$ cat src/hdl/cou_pkg.sv
// Shared types, constants and the CORDIC arctangent table of the camera orientation unit.
// No dependencies; the top, cou_cordic and cou_mul use it by scoped names.
package cou_pkg;

	localparam int DW = 36;   // CORDIC datapath width (Q2.30 plus headroom)
	localparam int MW = 33;   // multiplier operand width
	localparam int PW = 66;   // multiplier product width

	localparam logic signed [DW-1:0] KGAIN   = 36'sd652032874;
	localparam logic signed [DW-1:0] HALF    = 36'sd2147483648;
	localparam logic signed [DW-1:0] QUARTER = 36'sd1073741824;

	localparam logic [1:0] REQ_TURN  = 2'd0;
	localparam logic [1:0] REQ_POINT = 2'd1;
	localparam logic [1:0] REQ_DIR   = 2'd2;

	localparam logic [1:0] CFG_POS_X = 2'd0;
	localparam logic [1:0] CFG_POS_Y = 2'd1;
	localparam logic [1:0] CFG_POS_Z = 2'd2;

	typedef struct packed {
		logic [1:0]         req_type;
		logic signed [15:0] yaw_offset;
		logic signed [15:0] pitch_offset;
		logic signed [31:0] target_x;
		logic signed [31:0] target_y;
		logic signed [31:0] target_z;
	} req_t;

	typedef struct packed {
		logic [15:0]        pitch_angle;
		logic [15:0]        yaw_angle;
		logic signed [15:0] front_x;
		logic signed [15:0] front_y;
		logic signed [15:0] front_z;
		logic               zero_vector_error;
	} rsp_t;

	typedef struct packed {
		logic load;
		logic step;
		logic rot;
	} cord_ctl_t;

	function automatic logic [31:0] atan_turn(input logic [4:0] i);
		logic [31:0] v;
		case (i)
			5'd0:  v = 32'h20000000;
			5'd1:  v = 32'h12E4051E;
			5'd2:  v = 32'h09FB385B;
			5'd3:  v = 32'h051111D4;
			5'd4:  v = 32'h028B0D43;
			5'd5:  v = 32'h0145D7E1;
			5'd6:  v = 32'h00A2F61E;
			5'd7:  v = 32'h00517C55;
			5'd8:  v = 32'h0028BE53;
			5'd9:  v = 32'h00145F2F;
			5'd10: v = 32'h000A2F98;
			5'd11: v = 32'h000517CC;
			5'd12: v = 32'h00028BE6;
			5'd13: v = 32'h000145F3;
			5'd14: v = 32'h0000A2FA;
			5'd15: v = 32'h0000517D;
			5'd16: v = 32'h000028BE;
			5'd17: v = 32'h0000145F;
			5'd18: v = 32'h00000A30;
			5'd19: v = 32'h00000518;
			5'd20: v = 32'h0000028C;
			5'd21: v = 32'h00000146;
			5'd22: v = 32'h000000A3;
			5'd23: v = 32'h00000051;
			5'd24: v = 32'h00000029;
			5'd25: v = 32'h00000014;
			5'd26: v = 32'h0000000A;
			5'd27: v = 32'h00000005;
			5'd28: v = 32'h00000003;
			5'd29: v = 32'h00000001;
			5'd30: v = 32'h00000001;
			default: v = 32'h00000000;
		endcase
		return v;
	endfunction

endpackage

$ cat src/hdl/cou_mul.sv
// Shared signed multiplier with registered operands and registered product.
// Uses cou_pkg for operand and product widths.
module cou_mul (
	input  logic                          clk,
	input  logic                          ld,
	input  logic signed [cou_pkg::MW-1:0] a,
	input  logic signed [cou_pkg::MW-1:0] b,
	output logic signed [cou_pkg::PW-1:0] prod
);
	logic signed [cou_pkg::MW-1:0] a_q, b_q;
	logic signed [cou_pkg::PW-1:0] prod_q;

	always_ff @(posedge clk) begin
		if (ld) begin
			a_q <= a;
			b_q <= b;
		end
		prod_q <= a_q * b_q;
	end

	assign prod = prod_q;
endmodule
$ cat config.mk
export PLATFORM = sky130hd
export DESIGN_NAME = cou_mul
export DESIGN_NICKNAME = d
export VERILOG_FILES = /design/src/hdl/cou_pkg.sv /design/src/hdl/cou_mul.sv
export SDC_FILE = /design/constraint.sdc
export NUM_CORES = 2
export LEC_CHECK = 0
export ABC_AREA = 1
export BUFFER_PORTS_ARGS = -buffer_cell sky130_fd_sc_hd__buf_4
export CAP_MARGIN = 20
export CORE_MARGIN = 2
export CORE_UTILIZATION = 55
export DETAILED_ROUTE_END_ITERATION = 7
export MAX_ROUTING_LAYER = met4
export PLACE_DENSITY = 0.71
export SYNTH_ARGS = -nofsm -noshare
export SYNTH_HDL_FRONTEND = slang
export SYNTH_SLANG_ARGS = --single-unit
$ cat constraint.sdc
create_clock -name clk -period 15.98 [get_ports clk]
set_clock_uncertainty 0.1 [all_clocks]
set_input_delay 0 -clock clk [delete_from_list [all_inputs] [get_ports clk]]
set_output_delay 0 -clock clk [all_outputs]
set_load 0.1 [all_outputs]
==> out/summary.txt <==
die span in x: 290 microns
worst hold start: a[28]
R2R setup slack: 7.88 ns
setup tns final: 0 ns
area grow syn2layout: 7.06%
largest net degree at the start of global routing: 35
total gr overflow: 0
Mapped Cells: 5531
RR Endpoint: prod[39]
largest area contributor in the netlist: fa_1
worst min path class: input port to flop
sequential fraction of the synthesis area: 0.0735
Placed Cells: 6529
Setup Viol. Count Final: 0
post-DP HPWL: 102 mm
Vias: 34357
total wire length: 125 mm
max cap viols: 0
antenna violations before repair: 3
FILL cells: 7184
Max FO, Critical Path: 33
Post-Syn Area per Cell: 8.12 sq um
Synth cell types: 34
Slew Limit Headroom: 0.350
CP max stage delay: 0.57 ns
synth warn: 0
Final Cycle Share: 0.507
WHS Path Cells: 2
Cell Area, Placed: 46800 sq um
fraction of layout cells with a size suffix above 1: 0.0535
Post-synth EDFFs: 66
Slew Limit Fails: 0
Synth async-reset ratio: 0
f_max: 123 MHz
Worst-Margin Slew: 0.974 ns
final instance area: 48100 sq um
final std cells w/o fill: 6631
Final Worst Setup Slack: 7.88 ns
vias in the first global route: 37614
core area: 80700 sq um
post-cts sizing count: 0
maximum clock path buffer count: 2
Initial Util: 0.557
slowest CP cell: fa_1
Startpoint Class: flop
ys flop type: edfxtp_1
CTS root buf: clkbuf_16
latest clock arrival within the worst-skew pair: 0.52 ns
# Post-CTS Setup Buffers: 0
RSZ-0062 raised after global routing: no
Crit. End Element: flop
Nets: 6986
GRT Util Overall: 0.331
CTS tree: done
drt via density: 5.18
synthesis-stage register bit count: 132
post-layout minimum cycle time: 8.10 ns
CP required: 16.24 ns
GPL Wtd Cong: 1.03
Ports: 134
Post-Syn Area: 44900 sq um
DR DRC count: 0
first-pass GRT wire length: 205 mm
full die area: 84000 sq um
die height: 290 microns
total CTS buffers: 17
top cell type's share of synthesized area: 0.510
Syn Nets: 6961
Min-Delay Endpoint: a_q[28]
I/O Buffers: 133
top cell family by delay on the critical path: adder cells
endpoints failing hold: 0
worst path arrival time: 8.36 ns
worst r2r src: b_q[18]
synth top area cells: fa_1 51%, inv_1 15%, nand2_1 12%
DRT iter0 DRCs: 2673
Crit Path Class: flop to flop
CTS clk-pin slew, worst paths: 0.09 ns
Rows: 104
clock tree sinks: 132
pre-CTS WS: 8.04 ns
Pre-antenna DRT Iters: 6
Routed Antenna Nets: 0
CP Buf/Inv Count: 9
cells on worst reg2reg path: 27
Routed WL per cell: 18.9 microns
H-Tree Depth: 4
status: finished clean
[worst max path at each step]
stage	cells past startpoint	from	end
6_report	27	b_q[18]	prod[39]
2_1_floorplan	24	a_q[32]	prod[64]
5_1_grt	26	a_q[32]	prod[39]
3_3_place_gp	28	a_q[32]	prod[39]
4_1_cts	23	b_q[0]	prod[63]
3_5_place_dp	21	b_q[0]	prod[51]
[metal layers]
| metal | part of all wire | GRT usage |
|---|---|---|
| met2 | 0.49 | 0.531 |
| met1 | 0.39 | 0.425 |
| met4 | 0.043 | 0.129 |
| met5 | 0 | - |
| met3 | 0.085 | 0.0544 |
[worst reg2reg max path, cell delays in order, from the launching register on]
cell      delay [ns]
edfxtp_1        0.34
buf_4           0.43
nand2_1         0.22
fa_1            0.55
fa_1            0.57
inv_1           0.06
fa_1            0.49
inv_1           0.06
fa_1            0.55
inv_1           0.05
fa_1            0.53
fa_1            0.47
fa_1            0.51
inv_1           0.05
fa_1            0.54
inv_1           0.06
ha_1            0.40
a21oi_1         0.47
o21ai_0         0.34
inv_1           0.12
nand2_1         0.07
nand2_1         0.05
nand2_1         0.07
inv_1           0.06
nand3_1         0.22
nand2_1         0.12
inv_1           0.04
nor2_1          0.37
[layout make-up]
| class | count | area (sq um) | area share |
|---|---|---|---|
| clock inverter | 15 | 201 | 0.00419 |
| inverter | 1848 | 6940 | 0.144 |
| sequential | 132 | 3300 | 0.0687 |
| antenna | 2 | 5.00 | 0.000104 |
| clock buffer | 17 | 425 | 0.00885 |
| tap | 1060 | 1330 | 0.0276 |
| timing repair buffer | 269 | 2200 | 0.0458 |
| multi-input combinational | 3288 | 33700 | 0.701 |
[registers in the layout, indices dropped and copies added (netlist names)]
register and flops:
a_q 33, b_q 33, prod 66
[through the flow]
| step | hold WS, ns | utilization |
|---|---|---|
| floorplan | -0.00113 | - |
| global placement | 0.0777 | 0.580 |
| detailed placement | 0.0793 | 0.580 |
| CTS | 0.0700 | 0.596 |
| global route | 0.109 | 0.596 |
| finish | 0.0984 | 0.596 |
[synthesized netlist by cell type (2+ instances only)]
cell,number
inv_1,1846
nand2_1,1457
fa_1,1145
clkbuf_1,260
ha_1,217
nor2_1,132
a21oi_1,72
nand3_1,72
dfxtp_1,66
edfxtp_1,66
xor2_1,34
o21ai_0,32
nand2_2,23
o21bai_1,19
nand4_1,18
nor2_2,18
nor3_1,10
nand3_2,6
xnor2_1,6
or2_2,5
a21boi_0,4
nand2_4,4
a21oi_2,3
buf_1,3
a21o_1,2
clkinv_1,2
o21ai_1,2
[logic make-up after synthesis]
| kind of cell | synth area share |
|---|---|
| buf+inv | 0.176 |
| flops | 0.0735 |
| fa+ha+maj | 0.571 |
| compound gates | 0.0170 |
| simple gates | 0.154 |
| xor+xnor | 0.00780 |
[placed cells by master (no fill, tap or decap), types with 2 or more instances in the layout]
cell | Yosys | final
o21ai_0 | 32 | 32
diode_2 | 0 | 2
dfxtp_1 | 66 | 66
or2_2 | 5 | 5
fa_1 | 1145 | 1145
a21oi_1 | 72 | 72
nand3_1 | 72 | 72
inv_8 | 0 | 5
nand2_4 | 4 | 4
edfxtp_1 | 66 | 66
a21boi_0 | 4 | 4
bufinv_16 | 0 | 2
a21oi_2 | 3 | 3
nor2_2 | 18 | 18
a21o_1 | 2 | 2
inv_1 | 1846 | 1846
buf_8 | 0 | 2
dlygate4sd3_1 | 0 | 67
inv_6 | 0 | 6
nand2_2 | 23 | 23
clkinv_8 | 0 | 2
clkinv_1 | 2 | 2
buf_4 | 0 | 200
xor2_1 | 34 | 34
ha_1 | 217 | 217
xnor2_1 | 6 | 6
nand3_2 | 6 | 6
nand4_1 | 18 | 18
nor3_1 | 10 | 10
nor2_1 | 132 | 132
o21bai_1 | 19 | 19
o21ai_1 | 2 | 2
nand2_1 | 1457 | 1457
clkbuf_16 | 0 | 17
[what timing repair did]
| item | CTS | global route |
|---|---|---|
| endpoints found under the setup margin | 0 | 0 |
| hold buffers | 67 | 0 |
| hold endpoints to repair | 98 | 0 |
Power is left out: the tool's default activity adds up to more than one toggle a clock period on the data nets, which glitch-free logic cannot reach.
