===== config.mk =====
export PLATFORM = sky130hd
export DESIGN_NAME = cou_cordic
export DESIGN_NICKNAME = d
export VERILOG_FILES = /design/src/hdl/cou_pkg.sv /design/src/hdl/cou_cordic.sv
export SDC_FILE = /design/constraint.sdc
export NUM_CORES = 1
export LEC_CHECK = 0
export ABC_CLOCK_PERIOD_IN_PS = 10230
export CORE_ASPECT_RATIO = 1.5
export CORE_MARGIN = 2
export CORE_UTILIZATION = 30
export CTS_CLUSTER_SIZE = 20
export DETAILED_ROUTE_END_ITERATION = 16
export DONT_BUFFER_PORTS = 1
export SYNTH_ARGS = -nofsm -noshare
export SYNTH_HDL_FRONTEND = slang
export SYNTH_SLANG_ARGS = --single-unit

===== constraint.sdc =====
create_clock -name clk -period 10.23 [get_ports clk]
set_clock_uncertainty 0.15 [all_clocks]
set_input_delay 2.5575 -clock clk [delete_from_list [all_inputs] [get_ports clk]]
set_output_delay 2.5575 -clock clk [all_outputs]
set_load 0.01 [all_outputs]

===== src/hdl/cou_pkg.sv =====
// Shared types, constants and the CORDIC arctangent table of the camera orientation unit.
// No dependencies; the top, cou_cordic and cou_mul use it by scoped names.
package cou_pkg;

	localparam int DW = 36;   // CORDIC datapath width (Q2.30 plus headroom)
	localparam int MW = 33;   // multiplier operand width
	localparam int PW = 66;   // multiplier product width

	localparam logic signed [DW-1:0] KGAIN   = 36'sd652032874;
	localparam logic signed [DW-1:0] HALF    = 36'sd2147483648;
	localparam logic signed [DW-1:0] QUARTER = 36'sd1073741824;

	localparam logic [1:0] REQ_TURN  = 2'd0;
	localparam logic [1:0] REQ_POINT = 2'd1;
	localparam logic [1:0] REQ_DIR   = 2'd2;

	localparam logic [1:0] CFG_POS_X = 2'd0;
	localparam logic [1:0] CFG_POS_Y = 2'd1;
	localparam logic [1:0] CFG_POS_Z = 2'd2;

	typedef struct packed {
		logic [1:0]         req_type;
		logic signed [15:0] yaw_offset;
		logic signed [15:0] pitch_offset;
		logic signed [31:0] target_x;
		logic signed [31:0] target_y;
		logic signed [31:0] target_z;
	} req_t;

	typedef struct packed {
		logic [15:0]        pitch_angle;
		logic [15:0]        yaw_angle;
		logic signed [15:0] front_x;
		logic signed [15:0] front_y;
		logic signed [15:0] front_z;
		logic               zero_vector_error;
	} rsp_t;

	typedef struct packed {
		logic load;
		logic step;
		logic rot;
	} cord_ctl_t;

	function automatic logic [31:0] atan_turn(input logic [4:0] i);
		logic [31:0] v;
		case (i)
			5'd0:  v = 32'h20000000;
			5'd1:  v = 32'h12E4051E;
			5'd2:  v = 32'h09FB385B;
			5'd3:  v = 32'h051111D4;
			5'd4:  v = 32'h028B0D43;
			5'd5:  v = 32'h0145D7E1;
			5'd6:  v = 32'h00A2F61E;
			5'd7:  v = 32'h00517C55;
			5'd8:  v = 32'h0028BE53;
			5'd9:  v = 32'h00145F2F;
			5'd10: v = 32'h000A2F98;
			5'd11: v = 32'h000517CC;
			5'd12: v = 32'h00028BE6;
			5'd13: v = 32'h000145F3;
			5'd14: v = 32'h0000A2FA;
			5'd15: v = 32'h0000517D;
			5'd16: v = 32'h000028BE;
			5'd17: v = 32'h0000145F;
			5'd18: v = 32'h00000A30;
			5'd19: v = 32'h00000518;
			5'd20: v = 32'h0000028C;
			5'd21: v = 32'h00000146;
			5'd22: v = 32'h000000A3;
			5'd23: v = 32'h00000051;
			5'd24: v = 32'h00000029;
			5'd25: v = 32'h00000014;
			5'd26: v = 32'h0000000A;
			5'd27: v = 32'h00000005;
			5'd28: v = 32'h00000003;
			5'd29: v = 32'h00000001;
			5'd30: v = 32'h00000001;
			default: v = 32'h00000000;
		endcase
		return v;
	endfunction

endpackage


===== src/hdl/cou_cordic.sv =====
// Shared CORDIC iteration unit: x/y/z registers, one micro-rotation per step.
// Uses cou_pkg for widths, control struct and the arctangent table.
module cou_cordic (
	input  logic                            clk,
	input  cou_pkg::cord_ctl_t              ctl,
	input  logic [4:0]                      idx,
	input  logic signed [cou_pkg::DW-1:0]   ld_x,
	input  logic signed [cou_pkg::DW-1:0]   ld_y,
	input  logic signed [cou_pkg::DW-1:0]   ld_z,
	output logic signed [cou_pkg::DW-1:0]   x,
	output logic signed [cou_pkg::DW-1:0]   y,
	output logic signed [cou_pkg::DW-1:0]   z
);
	logic signed [cou_pkg::DW-1:0] x_q, y_q, z_q;
	logic signed [cou_pkg::DW-1:0] dx, dy, at;
	logic                          sig_pos;

	always_comb begin
		dx = x_q >>> idx;
		dy = y_q >>> idx;
		at = cou_pkg::DW'(cou_pkg::atan_turn(idx));
		// rotation drives z to zero, vectoring drives y to zero
		sig_pos = ctl.rot ? (z_q >= 0) : (y_q < 0);
	end

	always_ff @(posedge clk) begin
		if (ctl.load) begin
			x_q <= ld_x;
			y_q <= ld_y;
			z_q <= ld_z;
		end else if (ctl.step) begin
			if (sig_pos) begin
				x_q <= x_q - dy;
				y_q <= y_q + dx;
				z_q <= z_q - at;
			end else begin
				x_q <= x_q + dy;
				y_q <= y_q - dx;
				z_q <= z_q + at;
			end
		end
	end

	assign x = x_q;
	assign y = y_q;
	assign z = z_q;
endmodule


==> flow_summary.rst, run 1 <==
.. list-table::
   :header-rows: 1

   * - Metric
     - Value
   * - Status
     - completed
   * - Ys async rst share
     - 0
   * - Number of standard cells in the layout, taps in and fillers out
     - 2773
   * - CTS tree
     - built
   * - Post-synthesis cell area
     - 17300 um2
   * - Global placer's final weighted congestion
     - 1.01
   * - Area enclosed by the die boundary
     - 59700 um2
   * - Number of library cell types mapped by synthesis
     - 86
   * - Post-CTS clock slew at the launch and capture registers of the worst setup and hold paths
     - 0.08 ns
   * - Number of endpoints failing setup at the final stage
     - 0
   * - Die width
     - 200 um
   * - Routed WL per cell
     - 27.7 um
   * - Fraction of layout cells with a size suffix above 1
     - 0.103
   * - Syn Nets
     - 2335
   * - Maximum number of buffers from clock root to sink
     - 2
   * - Sequential element share of the synthesized area
     - 0.187
   * - Cell count after synthesis
     - 2100
   * - Num rows
     - 107
   * - Final Max Tran Viols
     - 0
   * - Share of Yosys cell area claimed by the top area cell type
     - 0.187
   * - Vias in the first global route
     - 16800
   * - Fill cell instance count of the final layout
     - 5990
   * - Total power per unit cell area
     - 438 nW/um2
   * - Remaining DRCs
     - 0
   * - Most frequent standard cell in the layout excluding fill and tap cells
     - nand2_1
   * - Fin nets
     - 2240
   * - Number of vias in the routed layout
     - 17000
   * - Dominant cell type by area after synthesis
     - edfxtp_1
   * - Relative slew slack
     - 0.179
   * - Die Span Y
     - 298 um
   * - Required time of the critical path
     - 10.26 ns
   * - EDFF count, synth
     - 108
   * - Placed wire-length estimate
     - 59.4 mm
   * - CP endpoint kind
     - flip-flop
   * - Dominant register cell in the synthesized netlist
     - edfxtp_1
   * - Cells taking the most area after synthesis
     - edfxtp_1 (19%), mux4_2 (8.6%), ha_1 (8.3%)
   * - Worst skew pair latency
     - 0.44 ns
   * - First-iteration detailed-routing DRC count
     - 1553
   * - IO Pins
     - 225
   * - Highest-count cells in the layout ignoring fill and taps
     - nand2_1 (248), o21ai_0 (217), a21oi_1 (168)
   * - Arrival @ worst endpoint
     - 8.51 ns
   * - CTS root buffer
     - clkbuf_16
   * - Kind of start point of the critical path
     - primary input
   * - Post-route minimum period
     - 8.47 ns
   * - First-pass detailed-route iteration total
     - 6
   * - Worst-case register-to-register setup slack
     - 3.26 ns
   * - Total congestion overflow
     - 0
   * - Number of warnings reported in the yosys synthesis log
     - 0
   * - Class of the most critical setup path
     - primary input to flip-flop
   * - Post-cts hold buffer count
     - 0
   * - Maximum level of the CTS H-tree
     - 3
   * - Maximum frequency from static timing analysis
     - 0.118 GHz
   * - Worst Path Max Fanout
     - 141
   * - Largest net degree at the start of global routing
     - 211
   * - Cts repair resizes
     - 0
   * - DRT antenna net count
     - 0
   * - Total clock sinks
     - 108
   * - Number of flip-flops and latches in the synthesized netlist
     - 108
   * - Final TNS setup
     - 0 ns
   * - Antenna cells
     - 0
   * - Number of buffers inserted by port buffering
     - 0
   * - Endpoints failing hold
     - 0
   * - Average size of a mapped cell
     - 8.24 um2
   * - Gr usage total
     - 0.250
   * - RSZ-0062 raised after global routing
     - false
   * - Placeable Area
     - 56900 um2
   * - Placed instance count
     - 2757
   * - Total Routed Length
     - 76.8 mm
   * - Layout-stage area growth over the synthesis result
     - 5.00%
   * - Antenna violations before repair
     - 1
   * - Initial core utilization
     - 0.304
   * - Number of maximum-capacitance constraint violations
     - 0
   * - Max rail drop VDD
     - 0.170 mV
   * - Period Utilization, post-route
     - 0.828
   * - Min-Delay Path Class
     - flip-flop to flip-flop
   * - Worst-Margin Slew
     - 1.23 ns
   * - Vias per std cell
     - 6.15
   * - Leakage Power
     - 6.82 nW
   * - Post-CTS setup buffer count
     - 0
   * - Total clock buffers created by CTS
     - 9
   * - Global-route wire length before repair
     - 112 mm
-- per-stage QoR --
step                hold slack (ns)  power, mW  instance area (um2)   util  setup slack, ns
floorplan                     0.611       5.73                17300      -             1.61
global placement              0.691       7.36                17900  0.314             1.53
detailed placement            0.706       7.46                17900  0.314             1.40
CTS                           0.725       7.91                18200  0.319             1.85
global route                  0.744       8.62                18200  0.319             1.41
finish                        0.725       7.96                18200  0.319             1.76
-- logic make-up after synthesis --
kind of cell	share of synthesized area
compound gates	0.257
xor+xnor	0.0911
fa+ha+maj	0.0866
buf+inv	0.0442
flops	0.187
mux	0.164
simple gates	0.169
-- sequential cells by signal, summed over array words and instances, names as in the netlist --
name  cells
z        36
y        36
x        36
-- layout make-up --
type | count | area [um2] | share of cell area
well taps | 763 | 955 | 0.0525
multi-input cells | 1821 | 13300 | 0.733
inverters | 40 | 150 | 0.00826
flip-flops and latches | 108 | 3240 | 0.178
repair buffers | 25 | 188 | 0.0103
clock inverters | 7 | 91.3 | 0.00503
clock buffers | 9 | 225 | 0.0124
-- cells in the mapped netlist, types with 14 or more instances --
| cell | count |
|---|---|
| nand3_1 | 40 |
| nor2b_1 | 19 |
| a221oi_1 | 14 |
| inv_1 | 38 |
| mux2i_1 | 66 |
| a211oi_1 | 28 |
| a21oi_1 | 169 |
| o21bai_1 | 19 |
| clkbuf_1 | 73 |
| xnor2_1 | 87 |
| buf_2 | 33 |
| mux2_2 | 56 |
| a31oi_1 | 33 |
| edfxtp_1 | 108 |
| nand2_1 | 248 |
| o31ai_1 | 16 |
| o21ai_0 | 217 |
| ha_1 | 115 |
| o22ai_1 | 27 |
| nor2_1 | 149 |
| nand2b_1 | 32 |
| o21a_1 | 20 |
| xor2_1 | 93 |
| a21o_1 | 45 |
| or3_1 | 16 |
| mux4_2 | 66 |
| and2_1 | 17 |
| o211ai_1 | 22 |
| nor3_1 | 21 |
| and3_1 | 14 |
-- worst paths after layout --
path,startpoint,endpoint,cells past startpoint
min,y[0]$_DFFE_PP_,y[0]$_DFFE_PP_,2
max,idx[1],x[28]$_DFFE_PP_,21
max reg2reg,y[29]$_DFFE_PP_,x[28]$_DFFE_PP_,21
min reg2reg,y[0]$_DFFE_PP_,y[0]$_DFFE_PP_,2
-- routing by layer --
metal,up-vias,global-route usage,wire length [um],share of wire
met5,-,0,13,0.00017
met4,2,0.159,5270,0.069
met3,197,0.0590,5550,0.072
met2,738,0.437,38100,0.50
met1,8362,0.271,27900,0.36
li1,7742,-,-,-
-- worst max-delay path, stage by stage --
cell and delay (ns):
mux4_2 0.56, mux2i_1 0.62, o21ai_0 0.23, nor3_1 0.51, ha_1 0.27, nand3_1 0.11, or3_1 0.46, and2b_2 0.30
a21oi_1 0.09, xor2_1 0.17, ha_1 0.36, and3_1 0.24, and3_1 0.20, a32oi_1 0.21, a21oi_1 0.16, o311ai_0 0.45
a21oi_1 0.18, o31a_1 0.28, o21ai_0 0.20, mux2i_1 0.22, nand2_1 0.06
-- power by group --
| part | total, mW | leakage [nW] | switching, mW | internal, mW |
|---|---|---|---|---|
| Sequential | 1.49 | 1.12 | 0.624 | 0.868 |
| Clock | 0.410 | 0.152 | 0.213 | 0.196 |
| Combinational | 6.06 | 5.55 | 3.56 | 2.50 |
| Total | 7.96 | 6.82 | 4.40 | 3.56 |
No activity file was read; power rests on OpenSTA's default activity.
==> inputs of run 2 (changes only) <==
- ABC_CLOCK_PERIOD_IN_PS: 10230 -> 8100
- clock period: 10.23 -> 8.1 ns (I/O delays scaled with it)
==> flow_summary.rst, run 2 (same netlist as run 1, synthesis figures left out) <==
.. list-table::
   :header-rows: 1

   * - Metric
     - Value
   * - Total power per unit cell area
     - 547 nW/um2
   * - Vias per std cell
     - 6.07
   * - Internal power summed over all cells
     - 4.73 mW
   * - Highest-count cells in the layout ignoring fill and taps
     - nand2_1 (248), o21ai_0 (217), a21oi_1 (168)
   * - Clk pwr share
     - 0.048
   * - Number of vias in the routed layout
     - 17400
   * - Antenna cells
     - 0
   * - FF-to-FF End
     - y[32]$_DFFE_PP_
   * - Global placer's final weighted congestion
     - 1.05
   * - DRT antenna net count
     - 0
   * - Arrival @ worst endpoint
     - 7.77 ns
   * - Worst Path Max Fanout
     - 141
   * - CTS root buffer
     - clkbuf_16
   * - Total clock buffers created by CTS
     - 9
   * - Min-Delay Path Depth
     - 2
   * - Post-CTS clock slew at the launch and capture registers of the worst setup and hold paths
     - 0.09 ns
   * - CTS tree
     - built
   * - Endpoints failing hold
     - 0
   * - Period Utilization, post-route
     - 0.956
   * - Post-CTS setup buffer count
     - 0
   * - Net Sw Power
     - 5.56 mW
   * - Number of endpoints failing setup at the final stage
     - 0
   * - Maximum number of buffers from clock root to sink
     - 2
   * - Global-route wire length before repair
     - 110 mm
   * - Worst-Margin Slew
     - 0.955 ns
   * - Number of maximum-capacitance constraint violations
     - 0
   * - Maximum level of the CTS H-tree
     - 3
   * - Cell seen most often among critical-path stages
     - nand2_1
   * - Remaining DRCs
     - 0
   * - Critical-path top delay cell
     - a221oi_1
   * - Origin of the critical flop-to-flop path
     - x[32]$_DFFE_PP_
   * - Critical Path Max Stage Delay
     - 0.69 ns
   * - Placed instance count
     - 2843
   * - Setup WS post-layout
     - 0.358 ns
   * - Fill cell instance count of the final layout
     - 5973
   * - Setup slack after placement
     - -0.153 ns
   * - Initial core utilization
     - 0.304
   * - Post-route minimum period
     - 7.74 ns
   * - Final Max Tran Viols
     - 0
   * - Min-Delay Startpoint
     - y[0]$_DFFE_PP_
   * - Largest net degree at the start of global routing
     - 211
   * - Area enclosed by the die boundary
     - 59700 um2
   * - Placed wire-length estimate
     - 58.3 mm
   * - Placeable Area
     - 56900 um2
   * - Part of the power in registers
     - 0.188
   * - Endpoint, Worst Hold
     - y[0]$_DFFE_PP_
   * - Routed WL per cell
     - 25.9 um
   * - IO Pins
     - 225
   * - Most frequent standard cell in the layout excluding fill and tap cells
     - nand2_1
   * - RSZ-0062 raised after global routing
     - false
   * - Depth of the worst register-to-register path
     - 23
   * - Total Routed Length
     - 74.1 mm
   * - Num rows
     - 107
   * - First-iteration detailed-routing DRC count
     - 1490
   * - Startpoint of the most critical setup path
     - idx[1]
   * - Min-Delay Path Class
     - flip-flop to flip-flop
   * - Required time of the critical path
     - 8.13 ns
   * - Net Sw Frac
     - 0.540
   * - Number of buffers inserted by port buffering
     - 0
   * - Worst skew pair latency
     - 0.43 ns
   * - Total clock sinks
     - 108
   * - CP endpoint kind
     - flip-flop
   * - Antenna violations before repair
     - 1
   * - Fraction of layout cells with a size suffix above 1
     - 0.142
   * - Critical Path, Cell by Cell
     - mux4_2, nand2_1, nand2_1, a22o_1, a221oi_1, ha_1, and3_1, buf_4, nand3_1, o21ai_0, xor2_1, ha_1, nand2_1, nor2_1, a211oi_2, nand2_1, a21oi_1, o21bai_1, a41oi_1, buf_4, o21bai_1, a211oi_1, o21ai_0
   * - Layout-stage area growth over the synthesis result
     - 8.78%
   * - Die width
     - 200 um
   * - Leakage Power
     - 7.22 nW
   * - Combinational Power Share
     - 0.764
   * - Maximum frequency from static timing analysis
     - 0.129 GHz
   * - Class of the most critical setup path
     - primary input to flip-flop
   * - Kind of start point of the critical path
     - primary input
   * - Total congestion overflow
     - 0
   * - Fin nets
     - 2326
   * - Status
     - completed
   * - Relative slew slack
     - 0.359
   * - First-pass detailed-route iteration total
     - 6
   * - Die Span Y
     - 298 um
   * - Gr usage total
     - 0.242
   * - Number of standard cells in the layout, taps in and fillers out
     - 2859
   * - Max rail drop VDD
     - 0.203 mV
   * - Vias in the first global route
     - 17300
   * - Worst-case register-to-register setup slack
     - 1.48 ns
==> run 2: changes by cell type in the layout (fill, tap and decap cells not counted), sizes merged <==
cell / change
inv: +1
buf: +86
bufinv: -1
==> run 2: per-stage QoR <==
step | hold slack (ns) | instance area, um2 | utilization | power (mW) | TNS, ns
after global placement | 0.709 | 18500 | 0.325 | 9.56 | -0.0674
after detailed placement | 0.720 | 18500 | 0.325 | 9.69 | -0.331
after global routing | 0.774 | 18800 | 0.331 | 11.1 | 0
final | 0.736 | 18800 | 0.331 | 10.3 | 0
after CTS | 0.733 | 18800 | 0.331 | 10.2 | 0
after floorplan | 0.611 | 17300 | - | 7.24 | 0
==> run 2: cell type report <==
cell class                 instances  area, um2  area share
inverter                          40        150     0.00797
sequential                       108       3240       0.172
clock buffer                       9        225      0.0120
timing repair buffer             111        846      0.0449
tap                              763        955      0.0507
multi-input combinational       1821      13300       0.708
clock inverter                     7       77.6     0.00412
==> run 2: how the worst max path moves through the flow <==
stage                       to  slack (ns)
5_1_grt        y[34]$_DFFE_PP_         0.1
4_1_cts        y[34]$_DFFE_PP_        0.27
3_3_place_gp   y[32]$_DFFE_PP_       -0.04
6_report       y[32]$_DFFE_PP_        0.36
2_1_floorplan  z[35]$_DFFE_PP_        0.01
3_5_place_dp   y[34]$_DFFE_PP_       -0.15
==> run 2: critical path, delay by kind of cell <==
family          cells  cell delay [ns]
mux                 1             0.57
compound gates     10             2.97
xor+xnor            1             0.20
fa+ha+maj           2             0.61
simple gates        7             0.98
buf+inv             2             0.31
==> run 2: what timing repair did <==
action,4_1_cts,5_1_grt
gates resized for setup,0,4
hold buffers,0,0
setup endpoints to repair,0,2
==> run 2: routing by layer <==
layer | track usage | part of all wire
met1 | 0.256 | 0.36
met2 | 0.422 | 0.49
met3 | 0.0616 | 0.074
met4 | 0.162 | 0.073
met5 | 0 | 0.00023
==> run 2: power by group through the flow <==
stage                     Sequential, mW  Combinational [mW]  Clock (mW)
final                               1.94                7.86       0.495
after global routing                1.97                8.65       0.527
after CTS                           1.94                7.79       0.513
after detailed placement            1.95                7.73           0
after global placement              1.95                7.62           0
after floorplan                     1.52                5.72           0
==> inputs of run 3 (changes only) <==
- CORE_UTILIZATION: 30 -> 45
- CTS_BUF_LIST: unset -> sky130_fd_sc_hd__clkbuf_8 sky130_fd_sc_hd__clkbuf_16
==> flow_summary.rst, run 3 (same netlist as run 1, synthesis figures left out) <==
.. list-table::
   :header-rows: 1

   * - Metric
     - Value
   * - Layout-stage area growth over the synthesis result
     - 7.19%
   * - Total congestion overflow
     - 0
   * - Total clock buffers created by CTS
     - 9
   * - Maximum number of buffers from clock root to sink
     - 2
   * - Fin nets
     - 2335
   * - Maximum level of the CTS H-tree
     - 3
   * - Endpoints failing hold
     - 0
   * - Number of maximum-capacitance constraint violations
     - 0
   * - Part of the power in registers
     - 0.180
   * - Depth of the worst register-to-register path
     - 21
   * - Antenna violations before repair
     - 0
   * - Total clock sinks
     - 108
   * - CTS tree
     - built
   * - Maximum frequency from static timing analysis
     - 0.132 GHz
   * - Arrival @ worst endpoint
     - 7.55 ns
   * - Most frequent standard cell in the layout excluding fill and tap cells
     - nand2_1
   * - Worst Path Max Fanout
     - 84
   * - Placed wire-length estimate
     - 55.0 mm
   * - Global-route wire length before repair
     - 105 mm
   * - Net Sw Frac
     - 0.528
   * - IO Pins
     - 225
   * - Post-CTS setup buffer count
     - 0
   * - Placeable Area
     - 38200 um2
   * - Initial core utilization
     - 0.453
   * - CP endpoint kind
     - flip-flop
   * - RSZ-0062 raised after global routing
     - false
   * - Gr usage total
     - 0.348
   * - Total power per unit cell area
     - 557 nW/um2
   * - Fraction of layout cells with a size suffix above 1
     - 0.143
   * - Die width
     - 164 um
   * - Post-cts hold buffer count
     - 0
   * - Min-Delay Path Class
     - flip-flop to flip-flop
   * - Number of buffers inserted by port buffering
     - 0
   * - Number of vias in the routed layout
     - 17300
   * - Total Routed Length
     - 71.0 mm
   * - Vias per std cell
     - 6.64
   * - Relative slew slack
     - 0.259
   * - Cts repair resizes
     - 0
   * - Combinational Power Share
     - 0.773
   * - Die Span Y
     - 244 um
   * - Highest-count cells in the layout ignoring fill and taps
     - nand2_1 (248), o21ai_0 (217), a21oi_1 (168)
   * - DRT antenna net count
     - 0
   * - Final Max Tran Viols
     - 0
   * - Largest net degree at the start of global routing
     - 211
   * - First-iteration detailed-routing DRC count
     - 1322
   * - Routed WL per cell
     - 27.3 um
   * - Kind of start point of the critical path
     - primary input
   * - Status
     - completed
   * - Area enclosed by the die boundary
     - 40100 um2
   * - Min-Delay Path Depth
     - 3
   * - Final TNS setup
     - 0 ns
   * - Clk pwr share
     - 0.047
   * - CTS root buffer
     - clkbuf_16
   * - Number of endpoints failing setup at the final stage
     - 0
   * - Post-CTS clock slew at the launch and capture registers of the worst setup and hold paths
     - 0.08 ns
   * - Global placer's final weighted congestion
     - 1.05
   * - Period Utilization, post-route
     - 0.932
   * - First-pass detailed-route iteration total
     - 8
   * - Net Sw Power
     - 5.46 mW
   * - Vias in the first global route
     - 17000
   * - Internal power summed over all cells
     - 4.88 mW
   * - Required time of the critical path
     - 8.10 ns
   * - Post-route minimum period
     - 7.55 ns
   * - Overall Power
     - 10.3 mW
   * - Class of the most critical setup path
     - primary input to flip-flop
   * - Remaining DRCs
     - 0
   * - Worst-Margin Slew
     - 1.10 ns
   * - Max rail drop VDD
     - 0.284 mV
   * - Worst skew pair latency
     - 0.39 ns
   * - Leakage Power
     - 7.28 nW
   * - Num rows
     - 88
## run 3: layer usage
layer | routed length [um] | up-vias | part of all wire | GRT usage
met5 | 0 | - | 0 | 0
met4 | 5740 | 0 | 0.081 | 0.246
met3 | 4670 | 237 | 0.066 | 0.0684
met2 | 34900 | 760 | 0.49 | 0.600
met1 | 25700 | 8322 | 0.36 | 0.377
li1 | - | 7941 | - | -
## run 3: power by group through the flow
stage                     Sequential, mW  Combinational, mW  Clock (mW)
after floorplan                     1.52               5.72           0
after global placement              1.86               7.78           0
after detailed placement            1.87               7.87           0
after CTS                           1.85               7.92       0.500
after global routing                1.90               8.76       0.508
final                               1.86               8.00       0.485
## run 3: through the flow
step | area (um2) | hold WS [ns] | utilization | setup slack (ns) | std cells
3_5_place_dp | 18300 | 0.731 | 0.478 | 0.372 | 2584
2_1_floorplan | 17300 | 0.611 | - | 0.0114 | 2100
3_3_place_gp | 18300 | 0.696 | 0.478 | 0.488 | 2584
6_report | 18600 | 0.758 | 0.486 | 0.551 | 2601
4_1_cts | 18600 | 0.752 | 0.486 | 0.770 | 2600
5_1_grt | 18600 | 0.787 | 0.486 | 0.350 | 2600
## run 3: final timing paths
| path | from | endpoint | slack, ns |
|---|---|---|---|
| worst min-delay path | z[27]$_DFFE_PP_ | z[28]$_DFFE_PP_ | 0.76 |
| worst max-delay path | idx[0] | x[28]$_DFFE_PP_ | 0.55 |
| worst min register to register | z[27]$_DFFE_PP_ | z[28]$_DFFE_PP_ | 0.76 |
| worst max register to register | y[21]$_DFFE_PP_ | x[28]$_DFFE_PP_ | 1.70 |
## run 3: critical path: stages
cell and delay, ns:
inv_2 0.27, buf_12 0.20, mux2i_1 0.38, o31ai_1 0.13, nor3_1 0.43, ha_1 0.25, nand3_1 0.15, or3_1 0.48
and2b_2 0.30, a21oi_1 0.09, xor2_1 0.16, ha_1 0.33, and3_1 0.24, and3_1 0.19, a32oi_1 0.22, a21oi_1 0.16
o311ai_0 0.45, a21oi_1 0.17, o31a_1 0.28, o21ai_0 0.20, mux2i_1 0.21, nand2_1 0.06
## run 3: layout make-up
type	instances	area, um2
flip-flops and latches	108	3240
fillers	3811	19700
well taps	495	619
diodes	1	2.50
repair buffers	120	926
multi-input cells	1821	13300
inverters	40	150
clock inverters	7	72.6
clock buffers	9	225
